**config.mk**
```make
export PLATFORM = sky130hd
export DESIGN_NAME = tds_front
export DESIGN_NICKNAME = d
export VERILOG_FILES = /design/src/design/tds_pkg.sv /design/src/design/tds_front.sv
export SDC_FILE = /design/constraint.sdc
export NUM_CORES = 1
export LEC_CHECK = 0
export BUFFER_PORTS_ARGS = -buffer_cell sky130_fd_sc_hd__buf_2
export CORE_ASPECT_RATIO = 0.8
export CORE_MARGIN = 2
export CORE_UTILIZATION = 35
export DETAILED_ROUTE_END_ITERATION = 12
export PLACE_DENSITY = 0.59
export SLEW_MARGIN = 25
export SYNTH_ARGS = -nofsm -noshare
export SYNTH_HDL_FRONTEND = slang
export SYNTH_SLANG_ARGS = --single-unit
```
**constraint.sdc**
```tcl
create_clock -name clk -period 6.5 [get_ports clk]
set_clock_uncertainty 0.05 [all_clocks]
set_input_delay 1.3 -clock clk [delete_from_list [all_inputs] [get_ports clk]]
set_output_delay 1.3 -clock clk [all_outputs]
set_load 0.02 [all_outputs]
```
**src/design/tds_pkg.sv**
```systemverilog
`default_nettype none
package tds_pkg;

  localparam int ID_W    = 10;
  localparam int OPEN_W  = 11;
  localparam int CNT_W   = 5;
  localparam int LIMIT_W = 11;

  localparam logic [2:0] KIND_CREATE  = 3'd0;
  localparam logic [2:0] KIND_ADD_DEP = 3'd1;
  localparam logic [2:0] KIND_LAUNCH  = 3'd2;
  localparam logic [2:0] KIND_RESOLVE = 3'd3;
  localparam logic [2:0] KIND_DELETE  = 3'd4;
  localparam logic [2:0] KIND_QUERY   = 3'd5;

  localparam logic [1:0] ST_UNSCHED  = 2'd0;
  localparam logic [1:0] ST_PENDING  = 2'd1;
  localparam logic [1:0] ST_LAUNCHED = 2'd2;

  localparam logic [1:0] ERR_NONE      = 2'd0;
  localparam logic [1:0] ERR_FULL      = 2'd1;
  localparam logic [1:0] ERR_DEPS_FULL = 2'd2;
  localparam logic [1:0] ERR_INVALID   = 2'd3;

  localparam logic [OPEN_W-1:0] OPEN_MAX = '1;

  typedef struct packed {
    logic [2:0]      kind;
    logic [ID_W-1:0] task_id;
    logic [ID_W-1:0] dep_id;
  } req_t;

  // packed MSB first: result_id ends up in the low bits
  typedef struct packed {
    logic [1:0]        error;
    logic [CNT_W-1:0]  dep_count;
    logic [OPEN_W-1:0] open_deps;
    logic [1:0]        status;
    logic              launch;
    logic [ID_W-1:0]   result_id;
  } res_t;

endpackage
`default_nettype wire

```
**src/design/tds_front.sv**
```systemverilog
`default_nettype none
module tds_front
  import tds_pkg::*;
(
  input  wire logic        clk,
  input  wire logic        rst,
  input  wire logic        s_valid,
  output      logic        s_ready,
  input  wire logic [23:0] s_data,
  input  wire logic [2:0]  s_user,
  output      logic        q_valid,
  input  wire logic        q_ready,
  output      req_t        q_req
);

  req_t       slot [2];
  logic       wr_ptr;
  logic       rd_ptr;
  logic [1:0] count;
  logic       keep;
  logic       push;
  logic       pop;

  // undefined kinds are taken and dropped
  assign keep    = s_user <= KIND_QUERY;
  assign s_ready = count != 2'd2;
  assign push    = s_valid && s_ready && keep;
  assign q_valid = count != 2'd0;
  assign pop     = q_valid && q_ready;
  assign q_req   = slot[rd_ptr];

  always_ff @(posedge clk) begin
    if (push) begin
      slot[wr_ptr] <= '{kind: s_user, task_id: s_data[9:0], dep_id: s_data[19:10]};
    end
    if (rst) begin
      wr_ptr <= 1'b0;
      rd_ptr <= 1'b0;
      count  <= 2'd0;
    end else begin
      if (push) wr_ptr <= ~wr_ptr;
      if (pop) rd_ptr <= ~rd_ptr;
      count <= count + 2'(push) - 2'(pop);
    end
  end

endmodule
`default_nettype wire

```
### After elaboration in Yosys (flattened, before gate mapping)

Memory sizes are Yosys's and may differ from the RTL's. A register that Yosys moved wholly into a read port is not among the register bits.
Cells that the tools add are included.

* add/sub/neg operators: 2
* $mul: 0
* divide/modulo/power cells: 0
* order comparisons: 1
* equality and inequality tests: 1
* shift-type cells: 0
* mux-type cells: 4
* bitwise gates (word level): 2
* reductions and logical operators: 4

Operator list (number)
* 1-bit two-way mux: 4
* 3-bit less-or-equal comparator (second input constant): 1
* 1-bit logical AND: 3
* 2-bit by 1-bit adder with 2-bit output: 1
* 2-bit != test (second input constant): 1
* 1-bit NOT: 2
* 2-bit nonzero test: 1
* 2-bit by 1-bit subtractor with 2-bit output: 1

* bits in registers: 4
* latch bits: 0
* bits in writable memories: 46
* bits in read-only memories: 0
* bits of input ports: 31
* output and inout port bits: 25
* memories kept: 1

Memory list
* slot: depth 2, width 23, read ports 1, clocked after Yosys merged registers in 1, wr ports 1, line tds_front.sv:16 `req_t slot [2];`

### Longest topological paths before layout

Gate-level depths: netlist (run 1).

* depth after elaboration: 5
* mapped depth: 7

### Worst setup path before layout (run 1)

Ideal clock, no wire load.

* kind: input to register
* from: in s_valid
* to: mem slot[0][0] (netlist bit), enable pin
* library setup time: 0.403 ns
* arrival time: 2.587 ns
* required time: 6.047 ns
* path slack: 3.460 ns
* stages on the path: 3
* path buffers: 0
* path through: a21boi_4 > nand2_1 > nor2_1

* longest elaborated chain between the ends: 4

Ends and longest elaborated chain
* start, declared: line tds_front.sv:7 `input wire logic s_valid,`
* 1-bit logical AND (2 in series): line tds_front.sv:27 `assign push = s_valid && s_ready && keep;`
* 1-bit two-way mux: line tds_front.sv:33 `if (push) begin`
* 1-bit two-way mux (implied by the code): line tds_front.sv:34 `slot[wr_ptr] <= '{kind: s_user, task_id: s_data[9:0], dep_id: s_data[19:10]};`
* end, declared: line tds_front.sv:16

No other way between the ends.

==> impl_metrics.ini, run 1 <==
[synthesis]
ys_types = 21
synth.top_cell.area_share_pct = 71.6
ys_top_cells_by_area = edfxtp_1 72%, mux2_1 13%, dfxtp_1 5.2%
synth_nets = 134
synth_area_per_cell_um2 = 18.9
synth-seq-cells = 51
syn_inst = 102
synth_top_area_cell = edfxtp_1
synth_area_mm2 = 0.00193
seq_area_frac_synth_pct = 76.8
synth_warnings = 0

[place]
dp_slack_ps = 3430
dp.final_hpwl_um = 2330
place_congestion = 0.626
portBuffers = 51
dpl.cell_count = 217

[pwr]
leakage_uw = 0.000902
p_int_uw = 580
pwr-share-comb_pct = 21.6
p_seq_share_pct = 52.7
peakVddDrop_v = 0.000148
switchingPower_uw = 225
clockPowerShare_pct = 25.6
power_uw = 805
powerDensity_mw_per_mm2 = 340
p_sw_share_pct = 28.0

[floorplan]
initial_core_util_pct = 35.9
num_rows = 24
dieArea_mm2 = 0.00612
die_y_um = 70.4
coreArea_mm2 = 0.00538
die_width_um = 87.0
boundaryPins = 56

[clocking]
cts_sinks = 51
cts.clk_slew.worst_paths_ps = 80
postCtsHoldBufs = 0
clk_latency_ps = 290
ctsResizeCount = 0
cts_tree = built
root_buffer = clkbuf_8
htreeDepth = 2
clock_path_buffers = 2
numCtsBuffers = 5
cts_setup_buffers = 0

[route]
wl_per_cell_um = 15.1
drt_pass1_iterations = 4
vias_per_cell = 4.60
drt_iter0_drc = 63
ant_nets = 0
drt_wl_total_um = 3370
vias = 1031
drcViolationCount = 0

[worst_setup_path]
crit_type = reg -> out
critPathRequiredTime_ps = 5150
end_kind = output pin
critPathMaxFanout = 23
worstPathArrival_ps = 1570
timing.rr.start = count[0]
cp-start-kind = flop

[timing]
finalHoldViolations = 0
rsz0062_at_grt = no
fmax_mhz = 342
fin_crit_sh_pct = 45.0
slew_violations = 0
fin_tns_setup_ps = 0
min_period_ps = 2920
setup_viol = 0
slew_headroom_pct = 60.7
whs_ps = 472
timing.final.ws_setup_ps = 3580
worst_pin_slew_ps = 589

[cells_and_area]
final_cell_mix = 51 x buf_2, 46 x edfxtp_1, 23 x mux2_1
drive_gt1_share_pct = 40.3
final_common_cell = buf_2
n_antenna_cell = 0
fin_cells = 224
nets = 191
syn2layout_area_growth_pct = 22.9

[min_path]
hold_start = rd_ptr
hp-class = reg -> reg

[grt]
grtUsageTotal_pct = 11.7
grt_pass1_wl_um = 5170
grt_pass1_vias = 1104
overflow = 0
antenna_found_initial = 0
grt_max_degree = 24

[run]
maxCapViolations = 0

[status]
status = finished clean
-- path summary, 6_finish.rpt --
kind | end | slack (ps) | depth (start not counted)
setup / recovery | q_req[11] | 3580 | 2
setup reg to reg | slot[0][21] | 4630 | 4
hold / removal | rd_ptr | 470 | 2
hold reg to reg | rd_ptr | 470 | 2
-- power groups by stage --
stage | registers (uW) | clock network (uW) | logic (uW)
after CTS | 425 | 214 | 177
final | 424 | 206 | 174
after global routing | 429 | 226 | 187
after detailed placement | 432 | 0 | 176
after global placement | 428 | 0 | 171
after floorplan | 414 | 0 | 128
-- critical path, cell delays in order (launching register included) --
cell	delay, ps
dfxtp_2	710
mux2_1	390
buf_2	160
-- metal layers --
metal	track usage, %	share of wire, %
met1	13.2	40
met2	19.7	51
met3	3.07	6.2
met4	6.77	2.7
met5	0	0
-- logic make-up after synthesis --
logic type	after synthesis	synth area share, %
buffers and inverters	2	0.519
DFF	51	76.8
muxes	24	14.2
adders and majority gates	1	0.649
xor gates and xnor gates	2	0.909
AOI/OAI and AO/OA	5	2.14
and+or+nand+nor	17	4.74
-- synth_stat cells --
cell type and number:
a211oi_1 1, a21boi_4 1, a21oi_1 2, and2b_1 1
and3_1 1, buf_2 2, dfxtp_1 5, edfxtp_1 46
ha_1 1, mux2_1 23, mux2_4 1, nand2_1 3
nand2b_1 1, nand3_1 1, nor2_1 6, nor2b_1 1
nor2b_4 1, o21ai_0 1, or2_1 1, or3_1 1
xor2_1 2
-- through the flow --
step	area (um^2)	utilization, %
6_report	2370	44.1
4_1_cts	2370	44.0
3_5_place_dp	2260	42.1
5_1_grt	2370	44.1
3_3_place_gp	2260	42.1
2_1_floorplan	1930	-
-- final cells by class --
| type | count | area (um^2) |
|---|---|---|
| clock buffers | 6 | 72.6 |
| clock inverters | 1 | 30.0 |
| fillers | 473 | 3010 |
| multi-input cells | 49 | 440 |
| flip-flops and latches | 51 | 1480 |
| well taps | 65 | 81.3 |
| repair buffers | 52 | 263 |
-- registers in the layout, indices dropped and copies added (netlist names), named ones only --
| signal | count |
|---|---|
| wr_ptr | 1 |
| slot | 46 |
| rd_ptr | 1 |
| count | 2 |
(Power assumes the default switching activity.)
==> run 2: changes to the inputs <==
PLACE_DENSITY = 0.61   (was 0.59)
clock period = 2.6 ns   (was 6.5 ns; I/O delays follow)
==> impl_metrics.ini, run 2 (synthesis results as in run 1) <==
[place]
place_congestion = 0.704
dp.final_hpwl_um = 2320
portBuffers = 51

[status]
status = finished clean

[route]
drcViolationCount = 0
ant_nets = 0
drt_wl_total_um = 3240
drt_pass1_iterations = 4
wl_per_cell_um = 14.2
vias_per_cell = 4.53
drt_iter0_drc = 51
vias = 1037

[timing]
setup_viol = 0
finalHoldViolations = 0
fmax_mhz = 496
worst_pin_slew_ps = 299
slew_violations = 0
rsz0062_at_grt = no
min_period_ps = 2020
fin_crit_sh_pct = 77.5
fin_tns_setup_ps = 0
whs_ps = 356
slew_headroom_pct = 80.1

[pwr]
switchingPower_uw = 567
p_seq_share_pct = 52.7
peakVddDrop_v = 0.000293
pwr-share-comb_pct = 25.0
power_uw = 1930
clockPowerShare_pct = 22.3
leakage_uw = 0.000915
p_int_uw = 1370
powerDensity_mw_per_mm2 = 812
p_sw_share_pct = 29.3

[grt]
grt_max_degree = 24
grt_pass1_vias = 1133
overflow = 0
grtUsageTotal_pct = 11.3
antenna_found_initial = 0
grt_pass1_wl_um = 5170

[floorplan]
dieArea_mm2 = 0.00612
die_width_um = 87.0
initial_core_util_pct = 35.9
boundaryPins = 56
num_rows = 24
die_y_um = 70.4
coreArea_mm2 = 0.00538

[clocking]
root_buffer = clkbuf_8
clock_path_buffers = 2
htreeDepth = 2
cts_sinks = 51
clk_latency_ps = 290
numCtsBuffers = 5
cts_setup_buffers = 0
ctsResizeCount = 0
cts_tree = built
postCtsHoldBufs = 0
cts.clk_slew.worst_paths_ps = 90

[worst_setup_path]
worstReg2RegEnd = count[1]
crit_type = reg -> out
timing.rr.start = count[1]
end_kind = output pin
setup.worst_path.end = q_req[6]
r2r_slack_ps = 1000
critPathMaxFanout = 23
cp-start-kind = flop
reg2reg_depth = 6
critPathRequiredTime_ps = 2030
worstPathArrival_ps = 1450

[cells_and_area]
reg_top3 = slot: 46 flops, count: 2 flops
syn2layout_area_growth_pct = 23.4
multi_input_area_um2 = 439
seqCellArea_mm2 = 0.00148
largest_reg_flops = 46
regMostFlops = slot
nets = 195
n_antenna_cell = 0
final_cell_mix = 51 x buf_2, 46 x edfxtp_1, 23 x mux2_1
fill_cells = 510
final_common_cell = buf_2
drive_gt1_share_pct = 40.2

[run]
maxCapViolations = 0

[min_path]
hp-class = in -> reg
hold_start = s_data[10]
-- run 2: changes by cell type in the layout (fill, tap and decap cells not counted), sizes merged --
cell	previous run	this run
buf	52	56
bufinv	1	0
clkinv	0	2
-- run 2: area by class of cell --
cell class	instances	area share [%]
Multi-Input combinational cell	49	18.5
Clock inverter	2	0.526
Sequential cell	51	62.3
Tap cell	65	3.42
Timing Repair Buffer	56	12.3
Clock buffer	6	3.05
-- run 2: routing by layer --
metal	track usage [%]	routed length (um)
met5	0	0
met4	4.69	44
met3	3.55	199
met2	19.1	1610
met1	13.2	1390
-- run 2: critical path, stage by stage, from the launching register on --
cell and delay, ps:
dfxtp_1 310, buf_4 290, mux2_1 380, buf_2 170
-- run 2: worst min-delay path by stage --
stage                             to  slack [ps]  cells past startpoint
final                     slot[1][0]         360                      1
after floorplan                 flop         420                      2
after CTS                 slot[1][0]         350                      1
after global placement        rd_ptr         430                      2
after detailed placement        flop         440                      2
after global routing      slot[1][0]         340                      1
-- run 2: power by group through the flow --
stage | Clock, uW | Combinational, uW | Sequential [uW]
2_1_floorplan | 0 | 321 | 1030
3_3_place_gp | 0 | 479 | 1030
3_5_place_dp | 0 | 491 | 1040
4_1_cts | 449 | 494 | 1020
5_1_grt | 479 | 528 | 1030
6_report | 432 | 483 | 1020
-- run 2: stage by stage --
stage | instances | worst slack, ps | area (um^2) | utilization [%]
2_1_floorplan | 102 | 340 | 1930 | -
3_3_place_gp | 221 | 690 | 2290 | 42.7
3_5_place_dp | 221 | 628 | 2290 | 42.7
4_1_cts | 229 | 550 | 2380 | 44.3
5_1_grt | 229 | 493 | 2380 | 44.3
6_report | 229 | 585 | 2380 | 44.3
==> run 3: changes to the inputs <==
PLACE_DENSITY = 0.59   (was 0.61)
clock period = 2 ns   (was 2.6 ns; I/O delays follow)
==> impl_metrics.ini, run 3 (synthesis results as in run 1) <==
[cells_and_area]
nets = 196
drive_gt1_share_pct = 41.5
fill_cells = 494
seqCellArea_mm2 = 0.00148
reg_top3 = slot: 46 flops, count: 2 flops
final_cell_mix = 51 x buf_2, 46 x edfxtp_1, 23 x mux2_1
syn2layout_area_growth_pct = 23.7
regMostFlops = slot
largest_reg_flops = 46
multi_input_area_um2 = 439
final_common_cell = buf_2
post-route-util_pct = 44.4
n_antenna_cell = 0

[timing]
slew_violations = 0
fmax_mhz = 554
min_period_ps = 1810
slew_headroom_pct = 82.5
worst_pin_slew_ps = 263
finalHoldViolations = 0
fin_crit_sh_pct = 90.3
fin_tns_setup_ps = 0
rsz0062_at_grt = no
setup_viol = 0

[clocking]
htreeDepth = 2
postCtsHoldBufs = 0
clk_latency_ps = 280
cts.clk_slew.worst_paths_ps = 90
cts_tree = built
ctsResizeCount = 0
cts_setup_buffers = 0
cts_sinks = 51
root_buffer = clkbuf_8
numCtsBuffers = 5
clock_path_buffers = 2

[route]
drt_iter0_drc = 20
wl_per_cell_um = 14.6
drcViolationCount = 0
vias_per_cell = 4.56
vias = 1044
ant_nets = 0
drt_pass1_iterations = 4
drt_wl_total_um = 3340

[pwr]
clockPowerShare_pct = 21.7
p_int_uw = 1780
p_seq_share_pct = 52.9
peakVddDrop_v = 0.000403
powerDensity_mw_per_mm2 = 1050
switchingPower_uw = 730
pwr-share-comb_pct = 25.4
p_sw_share_pct = 29.1
leakage_uw = 0.000922

[floorplan]
initial_core_util_pct = 35.9
die_width_um = 87.0
boundaryPins = 56
die_y_um = 70.4
dieArea_mm2 = 0.00612
coreArea_mm2 = 0.00538
num_rows = 24

[worst_setup_path]
end_kind = output pin
critPathRequiredTime_ps = 1550
reg2reg_depth = 6
crit_type = reg -> out
critPathMaxFanout = 12
cp-start-kind = flop
timing.rr.start = count[1]
path_cells = buf_4 -> mux2_1 -> buf_2
worst_path_largest_cell_delay_ps = 350
worstReg2RegEnd = count[1]
r2r_slack_ps = 410
worstPathArrival_ps = 1360
crit_path_top_delay_cell = mux2_1

[grt]
grtUsageTotal_pct = 11.7
grt_pass1_vias = 1188
top_usage_layer = met2
overflow = 0
met2_usage_pct = 20.1
grt_pass1_wl_um = 5420
grt_util_met3_pct = 4.02
grtUsageMet1_pct = 13.5
grt_max_degree = 16
antenna_found_initial = 0

[min_path]
whs_path_depth = 1
hp-class = in -> reg
holdPathEnd = slot[1][5]
hold_start = s_data[15]

[run]
maxCapViolations = 0

[place]
portBuffers = 51
dp.final_hpwl_um = 2390
place_congestion = 0.652

[status]
status = finished clean
-- run 3: cell count changes in the layout (fill, tap and decap cells not counted), sizes merged --
cell    change
buf         +1
clkbuf      -1
-- run 3: metrics by stage --
step                area [um^2]  total power [uW]  hold slack (ps)  worst slack (ps)  instances
global route               2380              2650              223               133        229
detailed placement         2300              2000              448               147        222
finish                     2380              2510              243               194        229
CTS                        2380              2560              231               165        229
floorplan                  1930              1760              422               142        102
global placement           2300              1970              436               210        222
-- run 3: power by group through the flow --
| stage | clock, uW | sequential, uW | combinational, uW |
|---|---|---|---|
| after global routing | 617 | 1340 | 693 |
| after CTS | 579 | 1330 | 651 |
| after detailed placement | 0 | 1350 | 648 |
| after floorplan | 0 | 1340 | 418 |
| final | 544 | 1330 | 636 |
| after global placement | 0 | 1340 | 631 |
-- run 3: how the worst max path moves through the flow --
stage	end	slack, ps	cells after the start
after floorplan	slot[0][0]	140	3
after global routing	q_req[7]	130	3
final	q_req[7]	190	3
after detailed placement	count[1]	150	8
after CTS	q_req[7]	170	3
after global placement	count[1]	210	8
-- run 3: layout make-up --
class	instances	area share, %
Clock buffer	5	2.89
Clock inverter	2	0.577
Multi-Input combinational cell	49	18.4
Sequential cell	51	62.1
Tap cell	65	3.41
Timing Repair Buffer	57	12.6
-- run 3: per-layer routing --
layer  up-vias  share of wire (%)
met5         -                  0
met3         5                6.8
met1       497                 42
met4         0                1.1
li1        508                  -
met2        34                 50
-- run 3: critical path, delay by kind of cell, from the launching register on --
kind                   cells  cell delay [ps]
buffers and inverters      2              380
DFF                        1              340
muxes                      1              350
